==> config.mk <==
export PLATFORM = sky130hd
export DESIGN_NAME = rmedf_unit
export DESIGN_NICKNAME = d
export VERILOG_FILES = /design/src/rtl/rmedf_pkg.sv /design/src/rtl/rmedf_unit.sv
export SDC_FILE = /design/constraint.sdc
export NUM_CORES = 1
export LEC_CHECK = 0
export ABC_AREA = 1
export ABC_CLOCK_PERIOD_IN_PS = 3100
export BUFFER_PORTS_ARGS = -buffer_cell sky130_fd_sc_hd__buf_4
export CAP_MARGIN = 20
export CORE_AREA = 2 2 152 154
export DETAILED_ROUTE_END_ITERATION = 10
export DIE_AREA = 0 0 154 156
export PLACE_DENSITY = 0.7
export SETUP_SLACK_MARGIN = 0.02
export SLEW_MARGIN = 20
export SYNTH_ARGS = -nofsm -noshare
export SYNTH_HDL_FRONTEND = slang
export SYNTH_SLANG_ARGS = --single-unit
==> constraint.sdc <==
create_clock -name vclk -period 3.1
set_input_delay 0.62 -clock vclk [all_inputs]
set_output_delay 0.62 -clock vclk [all_outputs]
set_load 0.05 [all_outputs]
==> src/rtl/rmedf_pkg.sv <==
// ----------------------------------------------------------------------------
// rmedf_pkg: shared types and constants
// Task entry layout, sequencer states and codes of the tick scheduler.
// ----------------------------------------------------------------------------
package rmedf_pkg;

    localparam int MAX_TASKS  = 16;
    localparam int TIME_WIDTH = 16;
    localparam int IDX_W      = 4;
    localparam int CNT_W      = 5;
    localparam int STAT_W     = 32;

    // item kinds
    localparam logic [1:0] KIND_TICK   = 2'd0;
    localparam logic [1:0] KIND_LOAD   = 2'd1;
    localparam logic [1:0] KIND_READ   = 2'd2;
    localparam logic [1:0] KIND_UNUSED = 2'd3;

    // configuration register indexes
    localparam logic CFG_MODE  = 1'b0;
    localparam logic CFG_COUNT = 1'b1;

    typedef struct packed {
        logic [TIME_WIDTH-1:0] period;
        logic [TIME_WIDTH-1:0] burst;
        logic [TIME_WIDTH-1:0] deadline;
        logic [TIME_WIDTH-1:0] phase;
        logic [TIME_WIDTH-1:0] work;
        logic [TIME_WIDTH-1:0] countdown;
        logic [STAT_W-1:0]     lost;
        logic [STAT_W-1:0]     done;
    } task_t;

    typedef enum logic [2:0] {
        ST_IDLE,
        ST_LOAD,
        ST_READ,
        ST_SCAN,
        ST_UPDATE,
        ST_OUT
    } state_t;

    typedef enum logic [1:0] {
        OP_LOAD,
        OP_READ,
        OP_SCAN,
        OP_UPDATE
    } op_t;

    typedef struct packed {
        op_t  op;
        logic active;   // entry index below task count
        logic hit;      // entry is the addressed or picked one
        logic mode;     // 1 = EDF
    } unit_ctl_t;

    typedef struct packed {
        logic                  miss;
        logic                  cand;
        logic [TIME_WIDTH-1:0] key;
        logic                  done;
    } unit_flags_t;

    function automatic logic [STAT_W-1:0] sat_inc(input logic [STAT_W-1:0] v);
        sat_inc = (&v) ? v : v + STAT_W'(1);
    endfunction

endpackage

==> src/rtl/rmedf_unit.sv <==
// ----------------------------------------------------------------------------
// rmedf_unit: head-of-ring update
// Applies load, miss/release, or run/countdown to the entry at the ring head.
// ----------------------------------------------------------------------------
module rmedf_unit (
    input  rmedf_pkg::unit_ctl_t                  ctl,
    input  logic [rmedf_pkg::TIME_WIDTH-1:0]      ld_period,
    input  logic [rmedf_pkg::TIME_WIDTH-1:0]      ld_burst,
    input  logic [rmedf_pkg::TIME_WIDTH-1:0]      ld_deadline,
    input  rmedf_pkg::task_t                      ent_in,
    output rmedf_pkg::task_t                      ent_out,
    output rmedf_pkg::unit_flags_t                flags
);

    always_comb begin
        ent_out = ent_in;
        flags   = '0;
        case (ctl.op)
            rmedf_pkg::OP_LOAD: begin
                if (ctl.hit) begin
                    ent_out          = '0;
                    ent_out.period   = ld_period;
                    ent_out.burst    = ld_burst;
                    ent_out.deadline = ld_deadline;
                end
            end
            rmedf_pkg::OP_SCAN: begin
                if (ctl.active) begin
                    if (ent_in.work != '0 && ent_in.countdown == '0) begin
                        ent_out.lost = rmedf_pkg::sat_inc(ent_in.lost);
                        ent_out.work = '0;
                        flags.miss   = 1'b1;
                    end
                    if (ent_in.phase == '0) begin
                        ent_out.work      = ent_in.burst;
                        ent_out.countdown = ent_in.deadline;
                        // period zero acts as period one
                        ent_out.phase     = (ent_in.period == '0) ? '0
                                            : ent_in.period - 1'b1;
                    end else begin
                        ent_out.phase = ent_in.phase - 1'b1;
                    end
                    flags.cand = (ent_out.work != '0);
                end
                flags.key = ctl.mode ? ent_out.countdown : ent_out.period;
            end
            rmedf_pkg::OP_UPDATE: begin
                if (ctl.active) begin
                    if (ctl.hit) begin
                        ent_out.work = ent_in.work - 1'b1;
                        if (ent_out.work == '0) begin
                            ent_out.done = rmedf_pkg::sat_inc(ent_in.done);
                            flags.done   = 1'b1;
                        end
                    end
                    if (ent_in.countdown != '0) begin
                        ent_out.countdown = ent_in.countdown - 1'b1;
                    end
                end
            end
            default: begin
            end
        endcase
    end

endmodule

==> results.ini <==
[placed_design]
pre_cts_ws_ns = -0.4196
dpl_cell_area_um2 = 13420
port_buffers = 392
hpwlAfterDp_um = 34340
gp_congestion = 0.9862

[final_layout]
seq_cell_count = 0
drive_above_1_share_pct = 56.39
stdcell_area_um2 = 16510
antenna_cells = 0
finish.utilization_pct = 73.82
nClkBuffers = 0
syn_to_final_growth_pct = 122.0
regArea_um2 = 0
nNetsFinal = 2385

[route]
avgRoutedWirePerCell_um = 18.31
ant_nets = 0
viasPerCell = 5.439
vias = 13287
drc = 0
firstDrtPassIters = 6
dr.first_iter.drc_count = 993
routed_wirelength_um = 44720

[worst_setup_path]
path_cells = buf_6, buf_6, nor2_4, nand3_2, inv_2, nand2_2, nand2_2, nand2_2, nor2_4, nand3_4, nor2_8, nand2_8, nor2_4, nand3_2, nand2_1, nand2_1, nand2_2, clkinvlp_4, buf_8
critPathRequiredTime_ns = 2.48
end_kind = output port
cp_slowest_stage_delay_ns = 0.21
critPathMaxFanout = 5
cpLargestDelayFamily = simple AND/OR/NAND/NOR gates
crit_type = in2out
start_kind = input pin
cp_slowest_cell = nor2_8
crit_path_frequent_cell = nand2_2
crit_cells = 19
cp.arrival_ns = 2.73
crit_buf_inv = 5

[clock_network]
cts_hold_buf = 0

[outcome]
status = finished, violations left
violations = setup timing

[sta]
fin_crit_sh_pct = 108.0
slew_viol_final = 0
min_period_ns = 3.347
tightest_slew_ns = 0.5802
setup_viol = 96
fin_setup_tns_ns = -10.10
slew-limit-headroom_pct = 61.32
rsz0062_at_grt = yes
fmax_mhz = 298.8
hold_viol_final = 0
setup_ws_ns = -0.2469

[grt]
grt_pass1_wl_um = 66130
track_usage_pct = 33.73
antenna_found_initial = 0
grt_overflow = 0
grt_pass1_vias = 12727
grt_max_degree = 42

[floorplanning]
boundaryPins = 392
die_area_um2 = 24020
rows = 55
fp.dieW_um = 154
start_util_pct = 33.26
core-area_um2 = 22370
die_h_um = 156

[power_and_ir_drop]
p_leak_uw = 0.007901
ir_drop_v = 0.0001672
total_power_uw = 2875
power.density_nw_per_um2 = 174.1

[logic_synthesis]
yosysMostFrequentCell = nand2_1
yosys.area.top_type = nand2_1
syn_area_um2 = 7438
synth_area_leaders = nand2_1 18%, inv_1 11%, o21ai_0 10%
synth.top_cells.by_count = 351 x nand2_1, 214 x inv_1, 175 x nor2_1
synth_area_per_cell_um2 = 5.019
synth_top_area_share_pct = 17.71
synth-seq-area-share_pct = 0
syn_nets = 1707
synth.distinct_cells = 59
yosysWarnings = 0
syn_inst = 1482

[flow_run]
cap_violations = 0

[hold_path]
hold_class = in2out
holdPathStages = 4

-- repair_timing --
item	in CTS	in global routing
setup buffers	28	39
setup endpoints to repair	128	131
pin swaps	102	160
resized for setup	375	325
gates cloned	7	0
-- layout by cell type, fill, tap and decap left out, types with 43 or more instances in the layout --
master and count:
nor2_4 44, nor2_1 122, nand3_1 72, buf_6 143
o21ai_0 58, nand2_2 72, o21ai_2 67, buf_4 538
nand2_1 265, inv_1 185, a21oi_1 43
-- through the flow --
stage          hold WS, ns  cells
3_5_place_dp         1.621   2379
5_1_grt              1.612   2443
2_1_floorplan        1.456   1482
3_3_place_gp         1.618   2379
6_report             1.592   2443
4_1_cts              1.595   2412
-- logic make-up (layout without fill, tap and decap cells) --
group           Yosys count  count (layout)  share of synthesized area (%)
simple gates            764             764                          46.51
compound gates          349             349                          26.96
buf+inv                 283             959                          15.00
xor+xnor                 47              47                          5.534
mux                      27              27                          3.970
fa+ha+maj                12              12                          2.018
-- cell type report --
class              count  area, um2
inverters            223      903.4
repair buffers       733       6540
multi-input cells   1199       8656
fillers             1816       5854
repair inverters       3      55.05
well taps            285      356.6
-- layer usage --
layer,up-vias,GRT usage (%),part of all wire (%)
met4,0,10.64,3.7
met2,658,62.10,50
met5,-,0,0
met3,121,2.889,7.0
met1,6203,41.46,39
li1,6305,-,-
-- report_power, final --
group	internal, uW	switching (uW)
logic	1110	1760
clock network	0	0
registers	0	0
total	1110	1760
-- final timing paths --
kind | endpoint | start | slack [ns]
worst max-delay path | ent_out[9] | ent_in[81] | -0.25
worst min-delay path | ent_out[7] | ent_in[7] | 1.59
Power figures use the tool's default switching activity.
