### config.mk
export PLATFORM = sky130hd
export DESIGN_NAME = rmedf_cell
export DESIGN_NICKNAME = d
export VERILOG_FILES = /design/src/rtl/rmedf_pkg.sv /design/src/rtl/rmedf_cell.sv
export SDC_FILE = /design/constraint.sdc
export NUM_CORES = 1
export LEC_CHECK = 0
export BUFFER_PORTS_ARGS = -buffer_cell sky130_fd_sc_hd__buf_2
export CORE_ASPECT_RATIO = 0.75
export CORE_MARGIN = 2
export CORE_UTILIZATION = 45
export CTS_BUF_LIST = sky130_fd_sc_hd__clkbuf_4 sky130_fd_sc_hd__clkbuf_8 sky130_fd_sc_hd__clkbuf_16
export CTS_CLUSTER_SIZE = 20
export DETAILED_ROUTE_END_ITERATION = 7
export HOLD_SLACK_MARGIN = 0.02
export PLACE_DENSITY_LB_ADDON = 0.15
export SETUP_SLACK_MARGIN = 0.3
export SYNTH_ARGS = -nofsm -noshare
export SYNTH_HDL_FRONTEND = slang
export SYNTH_SLANG_ARGS = --single-unit
### constraint.sdc
create_clock -name aclk -period 1 [get_ports aclk]
set_input_delay 0.15 -clock aclk [delete_from_list [all_inputs] [get_ports aclk]]
set_output_delay 0.15 -clock aclk [all_outputs]
set_load 0.01 [all_outputs]
### src/rtl/rmedf_pkg.sv
// ----------------------------------------------------------------------------
// rmedf_pkg: shared types and constants
// Task entry layout, sequencer states and codes of the tick scheduler.
// ----------------------------------------------------------------------------
package rmedf_pkg;

    localparam int MAX_TASKS  = 16;
    localparam int TIME_WIDTH = 16;
    localparam int IDX_W      = 4;
    localparam int CNT_W      = 5;
    localparam int STAT_W     = 32;

    // item kinds
    localparam logic [1:0] KIND_TICK   = 2'd0;
    localparam logic [1:0] KIND_LOAD   = 2'd1;
    localparam logic [1:0] KIND_READ   = 2'd2;
    localparam logic [1:0] KIND_UNUSED = 2'd3;

    // configuration register indexes
    localparam logic CFG_MODE  = 1'b0;
    localparam logic CFG_COUNT = 1'b1;

    typedef struct packed {
        logic [TIME_WIDTH-1:0] period;
        logic [TIME_WIDTH-1:0] burst;
        logic [TIME_WIDTH-1:0] deadline;
        logic [TIME_WIDTH-1:0] phase;
        logic [TIME_WIDTH-1:0] work;
        logic [TIME_WIDTH-1:0] countdown;
        logic [STAT_W-1:0]     lost;
        logic [STAT_W-1:0]     done;
    } task_t;

    typedef enum logic [2:0] {
        ST_IDLE,
        ST_LOAD,
        ST_READ,
        ST_SCAN,
        ST_UPDATE,
        ST_OUT
    } state_t;

    typedef enum logic [1:0] {
        OP_LOAD,
        OP_READ,
        OP_SCAN,
        OP_UPDATE
    } op_t;

    typedef struct packed {
        op_t  op;
        logic active;   // entry index below task count
        logic hit;      // entry is the addressed or picked one
        logic mode;     // 1 = EDF
    } unit_ctl_t;

    typedef struct packed {
        logic                  miss;
        logic                  cand;
        logic [TIME_WIDTH-1:0] key;
        logic                  done;
    } unit_flags_t;

    function automatic logic [STAT_W-1:0] sat_inc(input logic [STAT_W-1:0] v);
        sat_inc = (&v) ? v : v + STAT_W'(1);
    endfunction

endpackage

### src/rtl/rmedf_cell.sv
// ----------------------------------------------------------------------------
// rmedf_cell: one slot of the task ring
// Holds one task entry and takes its neighbor's entry on every shift.
// ----------------------------------------------------------------------------
module rmedf_cell (
    input  logic             aclk,
    input  logic             aresetn,
    input  logic             shift,
    input  rmedf_pkg::task_t d,
    output rmedf_pkg::task_t q
);

    rmedf_pkg::task_t q_reg;

    always_ff @(posedge aclk) begin
        if (!aresetn) begin
            q_reg <= '0;
        end else if (shift) begin
            q_reg <= d;
        end
    end

    assign q = q_reg;

endmodule

==> qor.txt, run 1 <==
Status - complete, but fails checks
Failing checks - setup timing
Initial antenna violation count - 2
Setup slack, reg-to-reg - 0.06 ns
P&R area growth vs syn - 98.0%
Full die area - 14500 µm²
Mean Syn Cell Area - 11.8 µm²
Area of the multi-input gates - 2760 µm²
Switching part of the total - 26.4%
Starting Density - 46.4%
Fin util - 92.0%
Placed inst area - 7790 µm²
Worst r2r src - q[157]
Slowest stage delay, CP - 0.37 ns
Kind of cell adding the most delay to the critical path - flip-flops
Largest net degree at the start of global routing - 85
Num Clock Sinks - 160
PD cells - 1430 nW/µm²
Synth cell types - 7
First-pass DRT Iterations - 4
Layout cell share with drive strength beyond 1 - 57.7%
Net Switching - 4.54 mW
I/O Pins - 323
Type of the worst min-delay path - input pin to flip-flop
DRC - 0
Hold Startpoint - d[89]
Crit path DAT - 0.94 ns
Root buf cell - clkbuf_16
Synth Warn # - 0
Cells along the critical path - buf_6
Total GRT Usage - 30.6%
First-pass GRT wire length - 34600 µm
Total CTS buffers - 17
Final Cell Area - 12100 µm²
P_int - 12.6 mW
WHS Endpoint - q[89]
Die width - 138 µm
FF-to-FF End - q[157]
Highest Clock Rate - 921 MHz
Max VDD drop - 1300 µV
Die height - 105 µm
Top-area cell type share of the netlist area - 52.6%
Period utilization - 109%
Clock Skews - 0 ns
Global route overflow - 0
Clock latency on the worst-skew pair - 0.43 ns
Post-Route WL - 28700 µm
Slew Limit Fails - 0
Drt via density - 5.19
Nets - 1192
Worst Reg-to-Reg Cells - 4
Synth top area cells - dfxtp_1 53%, mux2i_1 26%, nor2b_1 16%
Fin. Hold Viols - 0
DR WL/cell - 23.6 µm
Cells after Synth - 515
Min Hold Slack - 0.0148 ns
Largest area contributor in the netlist - dfxtp_1
Crit-path slowest cell - dfxtp_2
I/O Buffers - 322
Number of global-route vias before repair - 6379
Netlist Area Pre-Place - 6090 µm²
Unrepaired setup endpoints after global routing - yes
Sequential cell area - 3410 µm²
Setup slack after layout - -0.0862 ns
Deepest clock path buffer count - 2
Setup TNS - -5.45 ns
Logic gate share of total power - 20.6%
Register area share after synthesis - 52.6%
CP Launch Type - flip-flop
Worst-Margin Slew - 0.325 ns
Core Footprint - 13100 µm²
CP bufs+invs - 1
Sequential power share - 41.9%
Required time worst endpoint - 0.85 ns
Largest register FFs - 160
H-tree levels - 4
Max-cap violations - 0
Critical path fanouts, max - 2
Post-route ant nets - 0
DR iter-0 viols - 316
CTS tree - done
Cell depth of the worst min-delay path - 3
Leak - 6.27 nW
Rel. slew slack - 77.7%
Syn_nets - 678
Clk pin slew, worst setup/hold paths - 0.07 ns
Routability cong. - 0.816
Row cnt - 36
Critical path class - flip-flop to output pin
DR vias - 6311
Flops & latches, synth - 160
Fill count - 420
Setup violators final - 160
Post-DP HPWL - 11300 µm
Worst setup EP type - output pin
Clk pwr share - 37.5%
Post-route minimum period - 1.09 ns
## synthesized netlist by cell type
cell type and count:
buf_4 7, mux2i_1 160, buf_2 1, dfxtp_1 160, nor2b_1 160, buf_8 11
clkbuf_1 16
## worst max-delay path by stage
stage                start     end  slack [ns]  depth (start not counted)
global route        q[126]  q[126]       -0.11                          1
CTS                  q[77]   q[77]       -0.04                          1
global placement     shift  q[149]       -0.04                          4
detailed placement   shift  q[115]       -0.10                          4
finish              q[137]  q[137]       -0.09                          1
floorplan            shift  q[100]        0.13                          5
## layout by cell type (no fill, tap or decap)
cell type | Yosys | routed
buf_6 | 0 | 201
buf_2 | 1 | 160
dfxtp_2 | 0 | 159
nor2b_1 | 160 | 155
mux2i_1 | 160 | 138
dlymetal6s4s_1 | 0 | 87
dlygate4sd3_1 | 0 | 61
clkbuf_16 | 0 | 21
mux2i_2 | 0 | 15
buf_4 | 7 | 10
mux2i_4 | 0 | 7
nor2b_2 | 0 | 5
clkbuf_4 | 0 | 4
buf_16 | 0 | 4
clkinvlp_4 | 0 | 3
clkinv_2 | 0 | 3
diode_2 | 0 | 2
clkbuf_8 | 0 | 2
clkinv_4 | 0 | 2
buf_12 | 0 | 2
bufinv_16 | 0 | 1
buf_8 | 11 | 1
dfxtp_4 | 0 | 1
## cell type report
class | count | share of cell area, %
antenna | 2 | 0.0415
clock buffer | 23 | 4.01
clock inverter | 9 | 0.706
multi-input combinational | 320 | 22.9
sequential | 160 | 28.3
tap | 171 | 1.77
timing repair buffer | 530 | 42.3
## metal layers
layer	global-route usage, %	wire length (µm)	up-vias
met1	30.7	9800	3019
li1	-	-	2726
met2	57.8	14800	413
met5	0	0	-
met4	15.6	2000	0
met3	8.94	2050	153
## kinds of logic (layout without fill, tap and decap cells)
family,Yosys count,count (layout),share of synthesized area (%)
mux,160,160,26.3
flops,160,160,52.6
simple gates,160,160,16.4
buf+inv,35,562,4.64
other cells,0,2,0
## worst register-to-register path, stage by stage, from the launching register on
cell,delay (ns)
dfxtp_2,0.34
buf_6,0.12
buf_6,0.10
mux2i_1,0.17
nor2b_1,0.09
## power groups by stage
| stage | Sequential, mW | Combinational, mW | Clock (mW) |
|---|---|---|---|
| after global routing | 7.23 | 3.67 | 6.74 |
| after floorplan | 7.26 | 0.901 | 0 |
| after CTS | 7.11 | 2.85 | 6.31 |
| final | 7.20 | 3.55 | 6.44 |
| after global placement | 7.06 | 1.87 | 0 |
| after detailed placement | 7.08 | 1.92 | 0 |
## timing repair
action                     4_1_cts  5_1_grt
setup endpoints to repair      160      291
hold endpoints to repair       153        0
gates cloned                     0        4
buffers inserted                13       33
gates resized for setup        323      168
hold buffers                   148        0
## per-stage QoR
| stage | std cells | total power, mW | worst slack [ns] |
|---|---|---|---|
| 2_1_floorplan | 515 | 8.16 | 0.126 |
| 3_3_place_gp | 983 | 8.93 | -0.0402 |
| 3_5_place_dp | 983 | 9.00 | -0.103 |
| 4_1_cts | 1176 | 16.3 | -0.0402 |
| 5_1_grt | 1215 | 17.6 | -0.107 |
| 6_report | 1215 | 17.2 | -0.0862 |
Note: power is estimated with default switching activity, not from simulation.
==> inputs of run 2 (changes only) <==
RECOVER_POWER = 100   (was not set)
==> run 2 against run 1 <==
Setup slack is the same. The flow still finishes with violations (setup timing). Largest cell class unchanged. First-iteration DRC count unchanged. Wire length unchanged. Worst hold slack is the same. Combinational power is essentially flat.
==> qor.txt, run 2 (synthesis gave the netlist of run 1 again) <==
PD cells - 1430 nW/µm² (about the same)
Die width - 138 µm (unchanged)
Leak - 6.27 nW (about the same)
Net Switching - 4.54 mW (unchanged)
WHS Endpoint - q[89]
Layout cell share with drive strength beyond 1 - 57.1% (-0.58 points)
Worst setup EP type - output pin
Starting Density - 46.4% (unchanged)
Total CTS buffers - 17 (unchanged)
Most frequent cells in the layout - 201 x buf_6, 160 x buf_2, 155 x nor2b_1, 153 x dfxtp_2, 138 x mux2i_1
Setup TNS - -5.59 ns (-0.142 ns)
DRC - 0 (unchanged)
DR vias - 6311 (unchanged)
Clock Skews - 0 ns (unchanged)
Core Footprint - 13100 µm² (unchanged)
CTS tree - done
FF-to-FF End - q[157]
Initial antenna violation count - 2 (unchanged)
Post-route ant nets - 0 (unchanged)
Root buf cell - clkbuf_16
Highest Clock Rate - 921 MHz (unchanged)
Fin. Hold Viols - 0 (unchanged)
Setup slack, reg-to-reg - 0.06 ns (about the same)
Required time worst endpoint - 0.85 ns (about the same)
Type of the worst min-delay path - input pin to flip-flop
I/O Buffers - 322 (unchanged)
Cell depth of the worst min-delay path - 3 (unchanged)
Max-cap violations - 0 (unchanged)
Period utilization - 109% (unchanged)
DR WL/cell - 23.6 µm (unchanged)
Setup slack after layout - -0.0862 ns (unchanged)
Critical path class - flip-flop to output pin
I/O Pins - 323 (unchanged)
CP Launch Type - flip-flop
Unrepaired setup endpoints after global routing - yes
Failing checks - setup timing
Sequential power share - 41.9% (about the same)
Commonest non-fill, non-tap cell in the layout - buf_6
CP bufs+invs - 1 (unchanged)
Slew Limit Fails - 0 (unchanged)
Post-route minimum period - 1.09 ns (unchanged)
Switching part of the total - 26.4% (about the same)
Number of global-route vias before repair - 6379 (unchanged)
First-pass GRT wire length - 34600 µm (unchanged)
Drt via density - 5.19 (unchanged)
Status - complete, but fails checks
Worst r2r src - q[157]
Tot Pwr - 17.2 mW (about the same)
Worst Reg-to-Reg Cells - 4 (unchanged)
Num Clock Sinks - 160 (unchanged)
Rel. slew slack - 77.7% (unchanged)
Slowest stage delay, CP - 0.37 ns (about the same)
Kind of cell adding the most delay to the critical path - flip-flops
Critical path fanouts, max - 2 (unchanged)
First-pass DRT Iterations - 4 (unchanged)
Hold Startpoint - d[89]
P_int - 12.6 mW (about the same)
Clk pin slew, worst setup/hold paths - 0.07 ns (about the same)
Crit path DAT - 0.94 ns (about the same)
Global route overflow - 0 (unchanged)
Clk pwr share - 37.5% (about the same)
Crit-path slowest cell - dfxtp_2
Row cnt - 36 (unchanged)
P&R area growth vs syn - 97.9% (about the same)
Die height - 105 µm (unchanged)
Logic gate share of total power - 20.6% (about the same)
Nets - 1192 (unchanged)
Largest net degree at the start of global routing - 85 (unchanged)
Total GRT Usage - 30.6% (unchanged)
Cells along the critical path - buf_6
Setup violators final - 160 (unchanged)
Post-DP HPWL - 11300 µm (unchanged)
Full die area - 14500 µm² (unchanged)
Post-Route WL - 28700 µm (unchanged)
Max VDD drop - 1300 µV (unchanged)
Deepest clock path buffer count - 2 (unchanged)
Routability cong. - 0.816 (unchanged)
Clock latency on the worst-skew pair - 0.43 ns (about the same)
Worst-Margin Slew - 0.325 ns (unchanged)
H-tree levels - 4 (unchanged)
DR iter-0 viols - 316 (unchanged)
Largest register FFs - 160 (unchanged)
-- run 2: cell count changes in the layout (fill, tap and decap cells not counted) --
cell     before  now
dfxtp_1       0    6
dfxtp_2     159  153
-- run 2: final cells by class --
type,count,area [µm²]
Fill cell,425,1060
Clock inverter,9,85.1
Multi-Input combinational cell,320,2760
Antenna cell,2,5.00
Tap cell,171,214
Sequential cell,160,3400
Clock buffer,23,483
Timing Repair Buffer,530,5100
-- run 2: power by group through the flow --
stage	Clock (mW)	Combinational, mW	Sequential (mW)
2_1_floorplan	0	0.901	7.26
3_3_place_gp	0	1.87	7.06
3_5_place_dp	0	1.92	7.08
4_1_cts	6.31	2.85	7.11
5_1_grt	6.74	3.67	7.22
6_report	6.44	3.55	7.20
-- run 2: stage by stage --
step	worst slack, ns	hold slack (ns)	cell area [µm²]	std cells	utilization [%]
floorplan	0.126	0.319	6100	515	-
global placement	-0.0402	0.406	7790	983	59.5
detailed placement	-0.103	0.415	7790	983	59.5
CTS	-0.0402	-0.00258	11100	1176	85.0
global route	-0.107	0.0166	12000	1215	91.9
finish	-0.0862	0.0148	12000	1215	91.9
-- run 2: repair_timing --
action | CTS | global route
buffers inserted | 13 | 33
endpoints found under the setup margin | 160 | 291
endpoints found under the hold margin | 153 | 0
hold buffers | 148 | 0
gates resized for setup | 323 | 168
gates cloned | 0 | 4
-- run 2: layer usage --
layer	vias to the layer above	wire [µm]	track usage, %
li1	2726	-	-
met1	3019	9800	30.7
met2	413	14800	57.8
met3	153	2050	8.94
met4	0	2000	15.6
met5	-	0	0
-- run 2: how the worst max path moves through the flow --
stage	startpoint	endpoint	depth (start not counted)
global placement	shift	q[149]	4
global route	q[126]	q[126]	1
CTS	q[77]	q[77]	1
floorplan	shift	q[100]	5
finish	q[137]	q[137]	1
detailed placement	shift	q[115]	4
==> inputs of run 3 (changes only) <==
HOLD_SLACK_MARGIN = 0.1   (was 0.02)
==> run 3 against run 2 <==
The run still ends with setup timing left. Global-route usage increased by 0.090 points. Die area unchanged. Count of clock-buffer cells in the layout unchanged. Wire length increased by 3.2%. Fmax decreased by 0.51%. Flip-flop and latch count unchanged. Critical endpoint is now q[35].
==> qor.txt, run 3 (synthesis gave the netlist of run 1 again) <==
Status - complete, but fails checks
Failing checks - setup timing
Period utilization - 109% (+0.56 points)
Hold_buf cts - 149 (+0.68%)
Post-route minimum period - 1.09 ns (+0.00560 ns)
First-pass GRT wire length - 34700 µm (+0.20%)
Setup slack, reg-to-reg - 0.01 ns (-0.05 ns)
Layout cell share with drive strength beyond 1 - 57.2% (+0.082 points)
Full die area - 14500 µm² (unchanged)
Nets - 1194 (+0.17%)
Worst-Margin Slew - 0.327 ns (+0.00202 ns)
Starting Density - 46.4% (unchanged)
Initial antenna violation count - 1 (-1)
Drt via density - 5.23 (+0.76%)
P&R area growth vs syn - 98.6%
Critical path class - flip-flop to output pin
Crit-path slowest cell - dfxtp_2
Required time worst endpoint - 0.85 ns (about the same)
Global route overflow - 0 (unchanged)
Placed inst area - 7790 µm² (unchanged)
Core Footprint - 13100 µm² (unchanged)
CTS tree - done
Unrepaired setup endpoints after global routing - yes
Setup violators final - 160 (unchanged)
Largest net degree at the start of global routing - 85 (unchanged)
Min Hold Slack - 0.0381 ns (+0.0233 ns)
Met2 Routed Length - 15400 µm (+4.0%)
FF-to-FF End - q[35]
Critical path fanouts, max - 2 (unchanged)
Clock latency on the worst-skew pair - 0.43 ns (about the same)
Max VDD drop - 1310 µV (+1.1%)
Most frequent cells in the layout - 205 x buf_6, 160 x buf_2, 156 x nor2b_1, 153 x dfxtp_2, 136 x mux2i_1
Num Clock Sinks - 160 (unchanged)
Worst setup EP type - output pin
Deepest clock path buffer count - 2 (unchanged)
Max-cap violations - 0 (unchanged)
CP bufs+invs - 1 (unchanged)
First-pass DRT Iterations - 5 (+1)
Total CTS buffers - 17 (unchanged)
Final Cell Area - 12100 µm² (+0.35%)
DR vias - 6364 (+0.84%)
Slew Limit Fails - 0 (unchanged)
Hold Startpoint - d[123]
Highest Clock Rate - 916 MHz (-0.51%)
Setup slack after layout - -0.0918 ns (-0.00560 ns)
Post-route ant nets - 0 (unchanged)
Largest register FFs - 160 (unchanged)
Slowest stage delay, CP - 0.39 ns (+0.02 ns)
Cell depth of the worst min-delay path - 3 (unchanged)
I/O Pins - 323 (unchanged)
DR iter-0 viols - 270 (-15%)
DR WL/cell - 24.3 µm (+3.1%)
Worst Reg-to-Reg Cells - 3 (-1)
PD cells - 1420 nW/µm² (-0.21%)
Commonest non-fill, non-tap cell in the layout - buf_6
WL met3 - 2110 µm (+3.2%)
WHS Endpoint - q[123]
Number of global-route vias before repair - 6419 (+0.63%)
H-tree levels - 4 (unchanged)
DRC - 0 (unchanged)
Fin. Hold Viols - 0 (unchanged)
Fin util - 92.2% (+0.32 points)
Tot Pwr - 17.2 mW (+0.14%)
Met1 Routed Length - 10000 µm (+2.3%)
Crit path DAT - 0.94 ns (about the same)
Rel. slew slack - 77.6% (-0.14 points)
Clk pin slew, worst setup/hold paths - 0.07 ns (about the same)
Clock Skews - 0 ns (unchanged)
Root buf cell - clkbuf_16
Fill count - 415 (-2.4%)
Post-DP HPWL - 11300 µm (unchanged)
Die height - 105 µm (unchanged)
Cells along the critical path - buf_6
Type of the worst min-delay path - input pin to flip-flop
Routability cong. - 0.816 (unchanged)
Total GRT Usage - 30.7% (+0.090 points)
CP Launch Type - flip-flop
Worst r2r src - q[35]
Leak - 6.30 nW (+0.55%)
Row cnt - 36 (unchanged)
Die width - 138 µm (unchanged)
Kind of cell adding the most delay to the critical path - flip-flops
Post-Route WL - 29600 µm (+3.2%)
I/O Buffers - 322 (unchanged)
Highest Signal Layer - met4
[run 3: power by group]
part / internal, mW / total [mW] / switching (mW)
logic: 2.16 / 3.60 / 1.44
clock network: 3.66 / 6.40 / 2.74
registers: 6.84 / 7.20 / 0.363
total: 12.7 / 17.2 / 4.54
[run 3: routing by layer]
layer / global-route usage [%] / vias to the layer above
met5: 0 / -
met4: 17.1 / 0
met3: 8.66 / 141
met2: 57.6 / 421
met1: 30.6 / 3063
li1: - / 2739
[run 3: timing repair]
item	in CTS	in global routing
setup buffers	13	34
resized for setup	323	176
cloned	0	4
endpoints found under the hold margin	160	11
setup endpoints to repair	160	289
[run 3: worst max-delay path by stage]
| stage | start | endpoint | slack, ns | cells after the start |
|---|---|---|---|---|
| 6_report | q[35] | q[35] | -0.09 | 1 |
| 5_1_grt | q[35] | q[35] | -0.1 | 1 |
| 4_1_cts | q[77] | q[77] | -0.04 | 1 |
| 3_5_place_dp | shift | q[115] | -0.10 | 4 |
| 3_3_place_gp | shift | q[149] | -0.04 | 4 |
| 2_1_floorplan | shift | q[100] | 0.13 | 5 |
[run 3: area by class of cell]
cell class / count / area (µm²) / share of cell area (%)
repair buffers: 532 / 5140 / 42.5
flip-flops and latches: 160 / 3400 / 28.1
multi-input cells: 320 / 2760 / 22.9
clock buffers: 23 / 483 / 3.99
well taps: 171 / 214 / 1.77
clock inverters: 9 / 85.1 / 0.704
diodes: 1 / 2.50 / 0.0207
[run 3: through the flow]
step | setup slack [ns] | TNS, ns | cells
2_1_floorplan | 0.126 | 0 | 515
3_3_place_gp | -0.0402 | -0.950 | 983
3_5_place_dp | -0.103 | -4.14 | 983
4_1_cts | -0.0402 | -3.97 | 1177
5_1_grt | -0.0971 | -7.46 | 1216
6_report | -0.0918 | -4.72 | 1216
